===== config.mk =====
export PLATFORM = sky130hd
export DESIGN_NAME = pi_position_controller_deadband
export DESIGN_NICKNAME = d
export VERILOG_FILES = /design/src/pcd_pkg.sv /design/src/pcd_ctrl.sv /design/src/pcd_dp.sv /design/src/pi_position_controller_deadband.sv
export SDC_FILE = /design/constraint.sdc
export NUM_CORES = 2
export LEC_CHECK = 0
export BUFFER_PORTS_ARGS = -buffer_cell sky130_fd_sc_hd__buf_2
export CAP_MARGIN = 15
export CORE_AREA = 2 2 350 387
export CTS_BUF_LIST = sky130_fd_sc_hd__clkbuf_4
export CTS_CLUSTER_SIZE = 8
export DETAILED_ROUTE_END_ITERATION = 12
export DIE_AREA = 0 0 352 389
export PLACE_DENSITY = 0.78
export RECOVER_POWER = 25
export SYNTH_ARGS = -nofsm -noshare
export SYNTH_HDL_FRONTEND = slang
export SYNTH_SLANG_ARGS = --single-unit

===== constraint.sdc =====
create_clock -name clk -period 22.7 [get_ports clk]
set_clock_uncertainty 0.2 [all_clocks]
set_input_delay 2.27 -clock clk [delete_from_list [all_inputs] [get_ports clk]]
set_output_delay 2.27 -clock clk [all_outputs]
set_load 0.01 [all_outputs]

===== src/pcd_pkg.sv =====
// Shared types and constants of the PI position controller with dead band.
`timescale 1ns / 1ps

package pcd_pkg;

  // Default width of the integral accumulator.
  localparam int ACCUM_BITS_DEF = 48;

  // Field widths of the channels and the configuration port.
  localparam int SLIDER_W  = 8;
  localparam int POS_W     = 16;
  localparam int DRIVE_W   = 16;
  localparam int MAG_W     = 15;
  localparam int CFG_ADDR_W = 3;
  localparam int CFG_DATA_W = 16;
  localparam int IN_TDATA_W  = 24;
  localparam int OUT_TDATA_W = 40;

  // The accumulator magnitude is split into two 32-bit words for the gain product.
  localparam int MUL_WORD_W = 32;

  // Configuration register indexes.
  localparam logic [CFG_ADDR_W-1:0] REG_LEFT_END   = 3'd0;
  localparam logic [CFG_ADDR_W-1:0] REG_RIGHT_END  = 3'd1;
  localparam logic [CFG_ADDR_W-1:0] REG_PROP_GAIN  = 3'd2;
  localparam logic [CFG_ADDR_W-1:0] REG_INTEG_GAIN = 3'd3;
  localparam logic [CFG_ADDR_W-1:0] REG_TICK       = 3'd4;
  localparam logic [CFG_ADDR_W-1:0] REG_DEAD_BAND  = 3'd5;
  localparam logic [CFG_ADDR_W-1:0] REG_POWER_LIM  = 3'd6;

  // Register values after reset.
  localparam logic [15:0] PROP_GAIN_RST  = 16'd2621;
  localparam logic [15:0] INTEG_GAIN_RST = 16'd1311;
  localparam logic [15:0] TICK_RST       = 16'd655;
  localparam logic [14:0] DEAD_BAND_RST  = 15'd50;
  localparam logic [14:0] POWER_LIM_RST  = 15'd150;

  // Saturation bounds of the drive.
  localparam logic signed [DRIVE_W-1:0] DRIVE_MAX = 16'sh7fff;
  localparam logic signed [DRIVE_W-1:0] DRIVE_MIN = 16'sh8000;
  localparam logic [14:0] SCALED_MAX = 15'h7fff;

  // One load strobe per datapath step, issued by the controller.
  typedef struct packed {
    logic ld_in;
    logic ld_quot;
    logic ld_scale;
    logic ld_err;
    logic ld_mul;
    logic ld_acc;
    logic ld_abs;
    logic ld_imul;
    logic ld_prod;
    logic ld_sum;
    logic ld_drive;
    logic ld_out;
  } cmd_t;

endpackage


===== src/pcd_ctrl.sv =====
// Sequencer of the PI controller: steps the datapath and owns the channel handshakes.
`timescale 1ns / 1ps

module pcd_ctrl (
  input  logic          clk,
  input  logic          rst_n,
  input  logic          in_tvalid,
  output logic          in_tready,
  output logic          out_tvalid,
  input  logic          out_tready,
  output pcd_pkg::cmd_t cmd
);

  typedef enum logic [3:0] {
    S_IDLE, S_QUOT, S_SCALE, S_ERR, S_MUL, S_ACC, S_ABS,
    S_IMUL, S_PROD, S_SUM, S_DRIVE, S_OUT
  } state_t;

  state_t state_r, state_nxt;
  logic   out_valid_r, out_valid_nxt;
  logic   out_free;

  // The output register can take a new beat when empty or being emptied.
  assign out_free   = !out_valid_r || out_tready;
  assign in_tready  = (state_r == S_IDLE);
  assign out_tvalid = out_valid_r;

  always_comb begin
    cmd           = '0;
    state_nxt     = state_r;
    out_valid_nxt = out_valid_r && !out_tready;
    unique case (state_r)
      S_IDLE: begin
        if (in_tvalid) begin
          cmd.ld_in = 1'b1;
          state_nxt = S_QUOT;
        end
      end
      S_QUOT:  begin cmd.ld_quot  = 1'b1; state_nxt = S_SCALE; end
      S_SCALE: begin cmd.ld_scale = 1'b1; state_nxt = S_ERR;   end
      S_ERR:   begin cmd.ld_err   = 1'b1; state_nxt = S_MUL;   end
      S_MUL:   begin cmd.ld_mul   = 1'b1; state_nxt = S_ACC;   end
      S_ACC:   begin cmd.ld_acc   = 1'b1; state_nxt = S_ABS;   end
      S_ABS:   begin cmd.ld_abs   = 1'b1; state_nxt = S_IMUL;  end
      S_IMUL:  begin cmd.ld_imul  = 1'b1; state_nxt = S_PROD;  end
      S_PROD:  begin cmd.ld_prod  = 1'b1; state_nxt = S_SUM;   end
      S_SUM:   begin cmd.ld_sum   = 1'b1; state_nxt = S_DRIVE; end
      S_DRIVE: begin cmd.ld_drive = 1'b1; state_nxt = S_OUT;   end
      S_OUT: begin
        if (out_free) begin
          cmd.ld_out    = 1'b1;
          out_valid_nxt = 1'b1;
          state_nxt     = S_IDLE;
        end
      end
      default: state_nxt = S_IDLE;
    endcase
  end

  always_ff @(posedge clk) begin
    if (!rst_n) begin
      state_r     <= S_IDLE;
      out_valid_r <= 1'b0;
    end else begin
      state_r     <= state_nxt;
      out_valid_r <= out_valid_nxt;
    end
  end

endmodule


===== src/pcd_dp.sv =====
// Datapath of the PI controller: configuration registers, arithmetic steps, integral state.
`timescale 1ns / 1ps

module pcd_dp #(
  parameter int ACCUM_BITS = pcd_pkg::ACCUM_BITS_DEF
) (
  input  logic                              clk,
  input  logic                              rst_n,
  input  logic                              cfg_wr_en,
  input  logic [pcd_pkg::CFG_ADDR_W-1:0]    cfg_addr,
  input  logic [pcd_pkg::CFG_DATA_W-1:0]    cfg_wdata,
  input  logic [pcd_pkg::IN_TDATA_W-1:0]    in_tdata,
  input  pcd_pkg::cmd_t                     cmd,
  output logic [pcd_pkg::OUT_TDATA_W-1:0]   out_tdata
);

  localparam int SUM_W = ((ACCUM_BITS > 34) ? ACCUM_BITS : 34) + 1;
  localparam int WIDE_W = 2 * pcd_pkg::MUL_WORD_W;

  // Configuration registers.
  logic signed [15:0] left_r, right_r;
  logic [15:0] kp_r, ki_r, tick_r;
  logic [14:0] db_r, pl_r;

  // Step registers.
  logic [15:0] span_r, span_nxt;
  logic [7:0] slider_r;
  logic signed [15:0] meas_r;
  logic [8:0] q_r, q_nxt;
  logic [14:0] scaled_r, scaled_nxt;
  logic signed [17:0] err_r, err_nxt;
  logic dead_r, dead_nxt;
  logic signed [33:0] inc_r, inc_nxt, p_r, p_nxt;
  logic signed [ACCUM_BITS-1:0] acc_r, acc_nxt;
  logic [ACCUM_BITS-1:0] imag_r, imag_nxt;
  logic neg_r;
  logic [47:0] lo_r, hi_r;
  logic [79:0] prod_r, prod_nxt;
  logic signed [51:0] sum_r, sum_nxt;
  logic sat_r, sat_nxt;
  logic signed [15:0] drive_r, drive_nxt;
  logic [pcd_pkg::OUT_TDATA_W-1:0] out_r, out_nxt;

  // Scratch signals.
  logic signed [16:0] diff;
  logic [16:0] span_p1;
  logic [24:0] recip;
  logic [16:0] scaled_full;
  logic [16:0] abs_err;
  logic signed [SUM_W-1:0] acc_sum;
  logic [SUM_W-ACCUM_BITS:0] acc_top;
  logic [WIDE_W-1:0] imag_wide;
  logic signed [51:0] iterm, p_ext;
  logic [51:0] sabs;
  logic [19:0] smag;
  logic [15:0] mag_full;
  logic [14:0] mag;
  logic move_right;

  assign out_tdata = out_r;

  // Span of travel and divide by 255: floor(x / 255) = ((x + 1) * 257) >> 16 for 16-bit x.
  assign diff     = 17'(left_r) - 17'(right_r);
  assign span_nxt = diff[16] ? 16'(-diff) : diff[15:0];
  assign span_p1  = 17'(span_r) + 17'd1;
  assign recip    = {span_p1, 8'd0} + 25'(span_p1);
  assign q_nxt    = recip[24:16];

  assign scaled_full = 17'(q_r) * 17'(slider_r);
  assign scaled_nxt  = (scaled_full > 17'(pcd_pkg::SCALED_MAX)) ? pcd_pkg::SCALED_MAX
                                                              : scaled_full[14:0];
  assign err_nxt = $signed({3'b000, scaled_r}) - 18'(meas_r);

  // Dead band test and the two error products.
  assign abs_err  = err_r[17] ? 17'(-err_r) : 17'(err_r);
  assign dead_nxt = abs_err < {2'b00, db_r};
  assign inc_nxt  = 34'(err_r) * 34'($signed({1'b0, tick_r}));
  assign p_nxt    = dead_nxt ? '0 : 34'(err_r) * 34'($signed({1'b0, kp_r}));

  // Integral update, saturating at the accumulator width.
  assign acc_sum = SUM_W'(acc_r) + SUM_W'(inc_r);
  assign acc_top = acc_sum[SUM_W-1:ACCUM_BITS-1];
  always_comb begin
    if (dead_r) begin
      acc_nxt = '0;
    end else if ((&acc_top) || (~|acc_top)) begin
      acc_nxt = acc_sum[ACCUM_BITS-1:0];
    end else if (acc_sum[SUM_W-1]) begin
      acc_nxt = {1'b1, {(ACCUM_BITS-1){1'b0}}};
    end else begin
      acc_nxt = {1'b0, {(ACCUM_BITS-1){1'b1}}};
    end
  end

  assign imag_nxt  = acc_r[ACCUM_BITS-1] ? (~acc_r + 1'b1) : acc_r;
  assign imag_wide = WIDE_W'(imag_r);
  assign prod_nxt  = {hi_r, 32'd0} + 80'(lo_r);

  // The integral term saturates the drive once its product reaches 2^50.
  assign sat_nxt = |prod_r[79:50];
  assign iterm   = neg_r ? -$signed({2'b00, prod_r[49:0]}) : $signed({2'b00, prod_r[49:0]});
  assign p_ext   = $signed({{2{p_r[33]}}, p_r, 16'd0});
  assign sum_nxt = p_ext + iterm;

  // Truncate toward zero by working on the magnitude.
  assign sabs = sum_r[51] ? 52'(-sum_r) : 52'(sum_r);
  assign smag = sabs[51:32];
  always_comb begin
    if (sat_r) begin
      drive_nxt = neg_r ? pcd_pkg::DRIVE_MIN : pcd_pkg::DRIVE_MAX;
    end else if (sum_r[51]) begin
      drive_nxt = (smag > 20'd32768) ? pcd_pkg::DRIVE_MIN : 16'(20'd0 - smag);
    end else begin
      drive_nxt = (smag > 20'd32767) ? pcd_pkg::DRIVE_MAX : smag[15:0];
    end
  end

  assign mag_full   = drive_r[15] ? 16'(16'd0 - drive_r) : drive_r;
  assign mag        = (mag_full > {1'b0, pl_r}) ? pl_r : mag_full[14:0];
  assign move_right = drive_r[15] || (drive_r == '0);
  assign out_nxt    = {7'd0, dead_r, mag, move_right, drive_r};

  // Configuration registers and the integral, which reset clears.
  always_ff @(posedge clk) begin
    if (!rst_n) begin
      left_r  <= '0;
      right_r <= '0;
      kp_r    <= pcd_pkg::PROP_GAIN_RST;
      ki_r    <= pcd_pkg::INTEG_GAIN_RST;
      tick_r  <= pcd_pkg::TICK_RST;
      db_r    <= pcd_pkg::DEAD_BAND_RST;
      pl_r    <= pcd_pkg::POWER_LIM_RST;
      acc_r   <= '0;
    end else begin
      if (cfg_wr_en) begin
        unique case (cfg_addr)
          pcd_pkg::REG_LEFT_END:   left_r  <= cfg_wdata;
          pcd_pkg::REG_RIGHT_END:  right_r <= cfg_wdata;
          pcd_pkg::REG_PROP_GAIN:  kp_r    <= cfg_wdata;
          pcd_pkg::REG_INTEG_GAIN: ki_r    <= cfg_wdata;
          pcd_pkg::REG_TICK:       tick_r  <= cfg_wdata;
          pcd_pkg::REG_DEAD_BAND:  db_r    <= cfg_wdata[14:0];
          pcd_pkg::REG_POWER_LIM:  pl_r    <= cfg_wdata[14:0];
          default: ;
        endcase
      end
      if (cmd.ld_acc) begin
        acc_r <= acc_nxt;
      end
    end
  end

  // Payload registers of the steps.
  always_ff @(posedge clk) begin
    if (cmd.ld_in) begin
      slider_r <= in_tdata[7:0];
      meas_r   <= in_tdata[23:8];
      span_r   <= span_nxt;
    end
    if (cmd.ld_quot)  q_r      <= q_nxt;
    if (cmd.ld_scale) scaled_r <= scaled_nxt;
    if (cmd.ld_err)   err_r    <= err_nxt;
    if (cmd.ld_mul) begin
      dead_r <= dead_nxt;
      inc_r  <= inc_nxt;
      p_r    <= p_nxt;
    end
    if (cmd.ld_abs) begin
      imag_r <= imag_nxt;
      neg_r  <= acc_r[ACCUM_BITS-1];
    end
    if (cmd.ld_imul) begin
      lo_r <= 48'(imag_wide[31:0]) * 48'(ki_r);
      hi_r <= 48'(imag_wide[63:32]) * 48'(ki_r);
    end
    if (cmd.ld_prod) prod_r <= prod_nxt;
    if (cmd.ld_sum) begin
      sum_r <= sum_nxt;
      sat_r <= sat_nxt;
    end
    if (cmd.ld_drive) drive_r <= drive_nxt;
    if (cmd.ld_out)   out_r   <= out_nxt;
  end

endmodule


===== src/pi_position_controller_deadband.sv =====
// Top level of the PI position controller with dead band and power clamp.
`timescale 1ns / 1ps

// Once per control tick the block takes one input beat carrying a slider reference
// and a measured encoder position, and returns one output beat with the signed drive,
// a direction bit, the drive magnitude clamped to the power limit and a dead-band flag.
// The reference is scaled to encoder units by the integer span of travel over 255.
// Configuration goes through the plain cfg_ port; the user must write it only while no
// beat is in flight, since the block does not enforce this. A beat is accepted only
// while the sequencer is idle. The sequencer then walks the datapath through eleven
// steps (scale, error, products, integral update, gain product split into two 32 by
// 16 multiplies, sum, saturation) and loads the output register in the last step,
// then returns to idle; a new beat is taken only once the current one has finished.
// The output register parts the two sides: a stalled receiver holds the finished beat
// while the next item is accepted and computed, and that item waits in its last step
// until the register empties. Reset sets the sequencer idle, empties the output
// register, returns all configuration registers to their defaults and clears the
// integral.

module pi_position_controller_deadband #(
  parameter int ACCUM_BITS = pcd_pkg::ACCUM_BITS_DEF
) (
  input  logic                              clk,
  input  logic                              rst_n,
  input  logic                              cfg_wr_en,
  input  logic [pcd_pkg::CFG_ADDR_W-1:0]    cfg_addr,
  input  logic [pcd_pkg::CFG_DATA_W-1:0]    cfg_wdata,
  input  logic                              in_tvalid,
  output logic                              in_tready,
  // Fields from bit 0: slider_ref[7:0], measured_pos[23:8].
  input  logic [pcd_pkg::IN_TDATA_W-1:0]    in_tdata,
  output logic                              out_tvalid,
  input  logic                              out_tready,
  // Fields from bit 0: signed_drive[15:0], move_right[16], drive_magnitude[31:17],
  // in_dead_band[32], zero fill above.
  output logic [pcd_pkg::OUT_TDATA_W-1:0]   out_tdata
);

  pcd_pkg::cmd_t cmd;

  pcd_ctrl u_ctrl (
    .clk        (clk),
    .rst_n      (rst_n),
    .in_tvalid  (in_tvalid),
    .in_tready  (in_tready),
    .out_tvalid (out_tvalid),
    .out_tready (out_tready),
    .cmd        (cmd)
  );

  pcd_dp #(
    .ACCUM_BITS (ACCUM_BITS)
  ) u_dp (
    .clk       (clk),
    .rst_n     (rst_n),
    .cfg_wr_en (cfg_wr_en),
    .cfg_addr  (cfg_addr),
    .cfg_wdata (cfg_wdata),
    .in_tdata  (in_tdata),
    .cmd       (cmd),
    .out_tdata (out_tdata)
  );

  // Inside the dead band both error and integral are zero, so the drive is zero.
  a_dead_zero : assert property (@(posedge clk) disable iff (!rst_n)
    out_tvalid && out_tdata[32] |-> (out_tdata[15:0] == 16'd0) && out_tdata[16])
    else $error("dead-band beat carries a nonzero drive");

  // A zero drive has zero magnitude.
  a_zero_mag : assert property (@(posedge clk) disable iff (!rst_n)
    out_tvalid && (out_tdata[15:0] == 16'd0) |-> (out_tdata[31:17] == 15'd0))
    else $error("zero drive with nonzero magnitude");

  // Once a beat is accepted the sequencer is busy in the next cycle.
  a_busy : assert property (@(posedge clk) disable iff (!rst_n)
    in_tvalid && in_tready |=> !in_tready)
    else $error("input accepted again while an item is in flight");

  // A new result appears only as the sequencer returns to idle.
  a_result_idle : assert property (@(posedge clk) disable iff (!rst_n)
    $rose(out_tvalid) |-> in_tready)
    else $error("result loaded while the sequencer is not finishing");

endmodule


After elaboration in Yosys (flattened, before gate mapping)
Index checks and enable logic that the tools add are counted.

Add/sub/neg operators: 14. Multiply operators: 5. Order comparisons: 5. Equality and inequality tests: 19. Multiplexer cells: 34. Bitwise operators: 1. Reduce and logical (&&, ||, !) cells: 21.

Operator list (count): $mux W48 (3); $mux W16 (7); $mux W52 (2); $add A80 B48 Y80 (1); $mul A17 B17 Y34 (2); $add A50 B52 Y52 (1); $neg A50 Y52 (1); $neg A52 Y52 (1); $add A48 B34 Y49 (1); $add A48 B1 Y48 const B (1); $mul A32 B16 Y48 (1); $not A48 Y48 (1); $pmux W4 S12 (1); $mux W47 (1); $sub A16 B16 Y17 (2); $mul A16 B16 Y32 (1); $sub A1 B16 Y16 const A (2); $reduce_or A30 Y1 (1); $add A25 B17 Y25 (1); $gt A20 B15 Y1 const B (1); $gt A20 B16 Y1 const B (1); $reduce_and A2 Y1 (9); $add A16 B1 Y17 const B (1); $gt A17 B15 Y1 const B (1); other kinds (25) (55).

Bits in registers: 640. Input port bits: 48. Output and inout bits: 42. Word-level logic and storage cells: 128.

Logic depth before layout (Yosys ltp)
Depth after elaboration: 6. Mapped depth: 26. Gate-level depth less buffers: 24.

By module
A second synthesis with hierarchy kept.

Cell total of the unflattened synthesis: 8396. Area, all modules: 78714.2 sq um.

By module, submodules not included: pcd_dp (times used 1, cells an instance 8351, area each 78378.9 sq um, sequential area each 16555.9 sq um); pcd_ctrl (times used 1, cells an instance 45, area each 335.3 sq um, sequential area each 100.1 sq um).

Worst setup path before layout
No wires, ideal clock.

Kind: register -> register. Start: register, netlist name u_dp.err_r[16]. End: register u_dp.p_r[33], data pin. Arrival: 6.727 ns. Path slack: 15.508 ns. Stages on the path, launching flop included: 24. Period minus slack after synthesis: 7.192 ns. Cells stage by stage: edfxtp_1 -> clkbuf_1 -> clkbuf_1 -> nand2_1 -> inv_1 -> fa_1 -> fa_1 -> inv_1 -> fa_1 -> fa_1 -> inv_1 -> fa_1 -> fa_1 -> ha_1 -> nand2_1 -> nor2_1 -> and4_1 -> a31oi_1 -> o221ai_1 -> nor3_1 -> a211o_1 -> o21ai_0 -> a21oi_1 -> or3_1.

Cells in the longest elaborated chain, start to end: 3. Elaborated cells on any way between the ends: 4. Classes of those cells: add/sub: 1; mul: 1; order compare: 1; mux: 1.

RTL lines: $neg A17 Y17 (RTL line pcd_dp.sv:75) `assign abs_err = err_r[17] ? 17'(-err_r) : 17'(err_r);`; $mux W17 (RTL line pcd_dp.sv:75); $lt A17 B15 Y1 (RTL line pcd_dp.sv:76) `assign dead_nxt = abs_err < {2'b00, db_r};`; to (signal assigned) (RTL line pcd_dp.sv:166) `p_r <= p_nxt;`; to (decl) (RTL line pcd_dp.sv:33) `logic signed [33:0] inc_r, inc_nxt, p_r, p_nxt;`.

Parallel ways exist; a longest one is shown, timed or not. A chain may end at the register's enable or synchronous reset.

Worst setup path in the final report
Start: register u_dp.ki_r[1]. End: register u_dp.lo_r[46], data pin.

Cells in the longest elaborated chain, start to end: 1.

RTL lines: from (decl) (RTL line pcd_dp.sv:22) `logic [15:0] kp_r, ki_r, tick_r;`; from (signal assigned) (RTL line pcd_dp.sv:129) `ki_r <= pcd_pkg::INTEG_GAIN_RST;`; from (signal assigned) (RTL line pcd_dp.sv:140) `pcd_pkg::REG_INTEG_GAIN: ki_r <= cfg_wdata;`; $mul A32 B16 Y48 (RTL line pcd_dp.sv:173) `lo_r <= 48'(imag_wide[31:0]) * 48'(ki_r);`; to (signal assigned) (RTL line pcd_dp.sv:173); to (decl) (RTL line pcd_dp.sv:37) `logic [47:0] lo_r, hi_r;`.

No other way between the ends.

==> metrics.md <==
| Metric | Value |
|---|---|
| Outcome | finished, violations left |
| Violated checks | capacitance limit, slew limit |
| Largest cells by area after synthesis | fa_1, edfxtp_1, ha_1 |
| Post-synth ARST share | 0% |
| Dpl ws | 14460 ps |
| Critical path depth | 22 |
| CP Data Arrival Time | 9280 ps |
| CTS tree | built |
| Via count | 60000 |
| Post-synth top area share | 30.7% |
| Yosys warns | 0 |
| CP endpoint kind | flop |
| Via/cell ratio | 5.74 |
| Core Area | 0.133 mm2 |
| Die X | 352 um |
| Worst-path clk slew | 70 ps |
| Initial Util | 59.6% |
| Yosys reg bits | 609 |
| FF-to-FF Start | u_dp.ki_r[1] |
| Worst path top cell family by delay | adder cells |
| CTS buffer count | 164 |
| Max Fclk | 117 MHz |
| Worst setup path start | u_dp.ki_r[1] |
| Max Cap Violations | 5 |
| RD Place Congestion | 0.949 |
| Clk network pwr share | 11.4% |
| Final WS setup | 14150 ps |
| Comb pwr share | 70.9% |
| Design Area, Final | 0.0835 mm2 |
| I/O pins | 90 |
| GRT overflow | 0 |
| Worst slew pin tran | 3320 ps |
| HPWL after detailed placement | 155000 um |
| Post-CTS Hold Buffers | 0 |
| Post-Layout Cell Count | 10500 |
| Setup Viol. Count Final | 0 |
| Count of different cell masters after synthesis | 93 |
| Root buf cell | clkbuf_4 |
| Pint | 4820 uW |
| Routed Antenna Nets | 0 |
| Row Count | 141 |
| Internal reg-to-reg setup slack | 14150 ps |
| Part of the power in registers | 17.6% |
| DRC | 0 |
| Startpoint Class | flop |
| Largest net degree at the start of global routing | 81 |
| RR Endpoint | u_dp.lo_r[46] |
| Worst setup endpoint | u_dp.lo_r[46] |
| Buffers & Inverters on Critical Path | 5 |
| Syn_area_per_cell | 9.27 um2 |
| Mapped cell area | 0.0794 mm2 |
| Vias in the first global route | 63700 |
| Drt wl/cell | 19.5 um |
| Dpl cell area | 0.0813 mm2 |
| Number of clock sinks | 609 |
| Post-CTS resize count | 0 |
| WL final | 204000 um |
| EDFF count, synth | 446 |
| Net Sw Frac | 48.8% |
| HP Class | reg2reg |
| Reg2Reg Depth | 22 |
| Setup tns final | 0 ps |
| Nets | 10400 |
| Crit path kind | reg2reg |
| Multi-input logic area | 0.0555 mm2 |
| Drt initial violations | 4417 |
| Layout cell share with drive strength beyond 1 | 5.89% |
| Cells after Synth | 8559 |
| Slew HR | -121% |
| Port buffer count | 82 |
| P&R area growth vs syn | 5.16% |
| Worst path required time | 23420 ps |
| Unrepaired setup endpoints after global routing | false |
| Slew Viols, Final | 247 |
| Hold Vio Cnt, Final | 0 |
| Sequential share of the synthesized area | 21.0% |
| Fillers | 10900 |
| Setup bufs post-CTS | 0 |
| Clk buf depth | 3 |
| PwrDens | 113 mW/mm2 |
| Clk_lat worst skew | 1190 ps |
| CP max-delay cell | dfxtp_1 |
| Slowest Stage Delay on Critical Path | 1080 ps |
| Predominant post-synthesis flop cell | edfxtp_1 |
| Die Y | 389 um |
| Total GRT Usage | 30.5% |
| First-pass GRT wire length | 330000 um |
| Placed cells | 10100 |
| Worst IR drop on VDD | 0.000214 V |
| Period utilisation layout | 37.7% |
| Hold depth | 0 |
| Min cycle time layout | 8550 ps |
| Cell taking the most area after synthesis | fa_1 |
| Most Frequent Cell on Critical Path | fa_1 |
| Sw Pwr | 4590 uW |
| Cell Chain, Critical Path | buf_4 -> nand2_1 -> fa_1 -> fa_1 -> fa_1 -> inv_1 -> fa_1 -> fa_1 -> inv_1 -> fa_1 -> inv_1 -> ha_1 -> and3_1 -> and2_1 -> nand4_1 -> a21boi_0 -> o21ai_0 -> buf_4 -> o41ai_1 -> a21oi_1 -> o31ai_1 -> xor2_1 |
| DIE AREA | 0.137 mm2 |
| Crit path max fanout | 28 |
| Worst hold slack | 212 ps |
| Storage cell area | 0.0167 mm2 |
| Initial antenna violation count | 8 |
| Drt pass-1 iters | 8 |
| H-Tree Depth | 4 |
| Leakage power | 0.0395 uW |
## sequential cells by signal (all words and copies together), names as in the netlist, 8 cells and up
register / count
u_dp.prod_r: 65
u_dp.sum_r: 52
u_dp.acc_r: 48
u_dp.imag_r: 48
u_dp.lo_r: 48
u_dp.inc_r: 34
u_dp.p_r: 34
u_dp.out_tdata: 33
u_dp.hi_r: 32
u_dp.err_r: 17
u_dp.drive_r: 16
u_dp.ki_r: 16
u_dp.kp_r: 16
u_dp.left_r: 16
u_dp.meas_r: 16
u_dp.right_r: 16
u_dp.span_r: 16
u_dp.tick_r: 16
u_dp.db_r: 15
u_dp.pl_r: 15
u_dp.scaled_r: 15
u_dp.q_r: 9
u_dp.slider_r: 8
## stage by stage
step,util (%),power [uW]
finish,62.7,9410
global placement,61.0,8050
floorplan,-,6430
detailed placement,61.0,8210
CTS,62.7,9360
global route,62.7,10300
## metal layers
metal / part of all wire [%] / vias up / track usage, %
met2: 49 / 2554 / 51.6
met1: 38 / 29800 / 37.4
met5: 0.037 / - / 0
met3: 8.1 / 704 / 5.69
li1: - / 27000 / -
met4: 5.6 / 12 / 15.5
## worst min-delay path by stage
| stage | start | to | slack, ps |
|---|---|---|---|
| 2_1_floorplan | u_dp.lo_r[0] | u_dp.prod_r[0] | 200 |
| 3_3_place_gp | u_dp.lo_r[5] | u_dp.prod_r[5] | 200 |
| 3_5_place_dp | u_dp.lo_r[16] | u_dp.prod_r[16] | 210 |
| 4_1_cts | u_dp.lo_r[15] | u_dp.prod_r[15] | 220 |
| 5_1_grt | u_dp.lo_r[4] | u_dp.prod_r[4] | 230 |
| 6_report | u_dp.lo_r[26] | u_dp.prod_r[26] | 210 |
## cell families (layout without fill, tap and decap cells)
group                    Yosys count  count (layout)  share of synthesized area [%]
AO/OA/AOI/OAI                   1040            1040                           8.33
XOR/XNOR                         425             425                           4.69
adder cells (fa/ha/maj)         1827            1827                           40.3
buffers and inverters           1919            2018                           9.12
flip-flops                       609             609                           21.0
multiplexers                      27              27                          0.369
other                              1              14                        0.00472
AND/OR/NAND/NOR                 2711            2711                           16.2
## placed cells by master (no fill, tap or decap), types with 42 or more instances in the layout
| cell | Yosys | final |
|---|---|---|
| and3_1 | 48 | 46 |
| nand2_1 | 1326 | 1326 |
| o21ai_0 | 239 | 239 |
| nand3_1 | 84 | 84 |
| ha_1 | 610 | 610 |
| clkbuf_4 | 0 | 234 |
| o21a_1 | 50 | 50 |
| buf_4 | 7 | 62 |
| inv_1 | 1562 | 1562 |
| a21oi_1 | 308 | 308 |
| or3_1 | 42 | 42 |
| and2_1 | 564 | 559 |
| o31ai_1 | 46 | 46 |
| xor2_1 | 96 | 95 |
| xnor2_1 | 329 | 329 |
| nor3_1 | 70 | 69 |
| a21o_1 | 119 | 119 |
| fa_1 | 1217 | 1217 |
| nor2_1 | 311 | 307 |
| nor2b_1 | 42 | 42 |
| edfxtp_1 | 446 | 446 |
| nand2b_1 | 63 | 63 |
| dfxtp_1 | 163 | 157 |
| buf_2 | 2 | 82 |
## synth_stat cells, types with 163 or more instances
cell type  number
dfxtp_1       163
nand2_1      1326
o21ai_0       239
nor2_1        311
edfxtp_1      446
xnor2_1       329
inv_1        1562
ha_1          610
clkbuf_1      339
a21oi_1       308
and2_1        564
fa_1         1217
## power by group through the flow
stage	combinational, uW	sequential, uW	clock (uW)
6_report	6670	1660	1080
3_5_place_dp	6530	1680	0
3_3_place_gp	6370	1680	0
5_1_grt	7470	1670	1150
2_1_floorplan	4780	1650	0
4_1_cts	6610	1660	1100
## final cells by class
cell class              instances  share of cell area (%)
clock buffers                 234                    2.10
multi-input cells            6037                    66.5
clock inverters                68                   0.568
flip-flops and latches        609                    20.0
diodes                          7                  0.0210
repair buffers                153                    1.09
inverters                    1563                    7.03
well taps                    1787                    2.68
No activity file was read; power rests on OpenSTA's default activity.
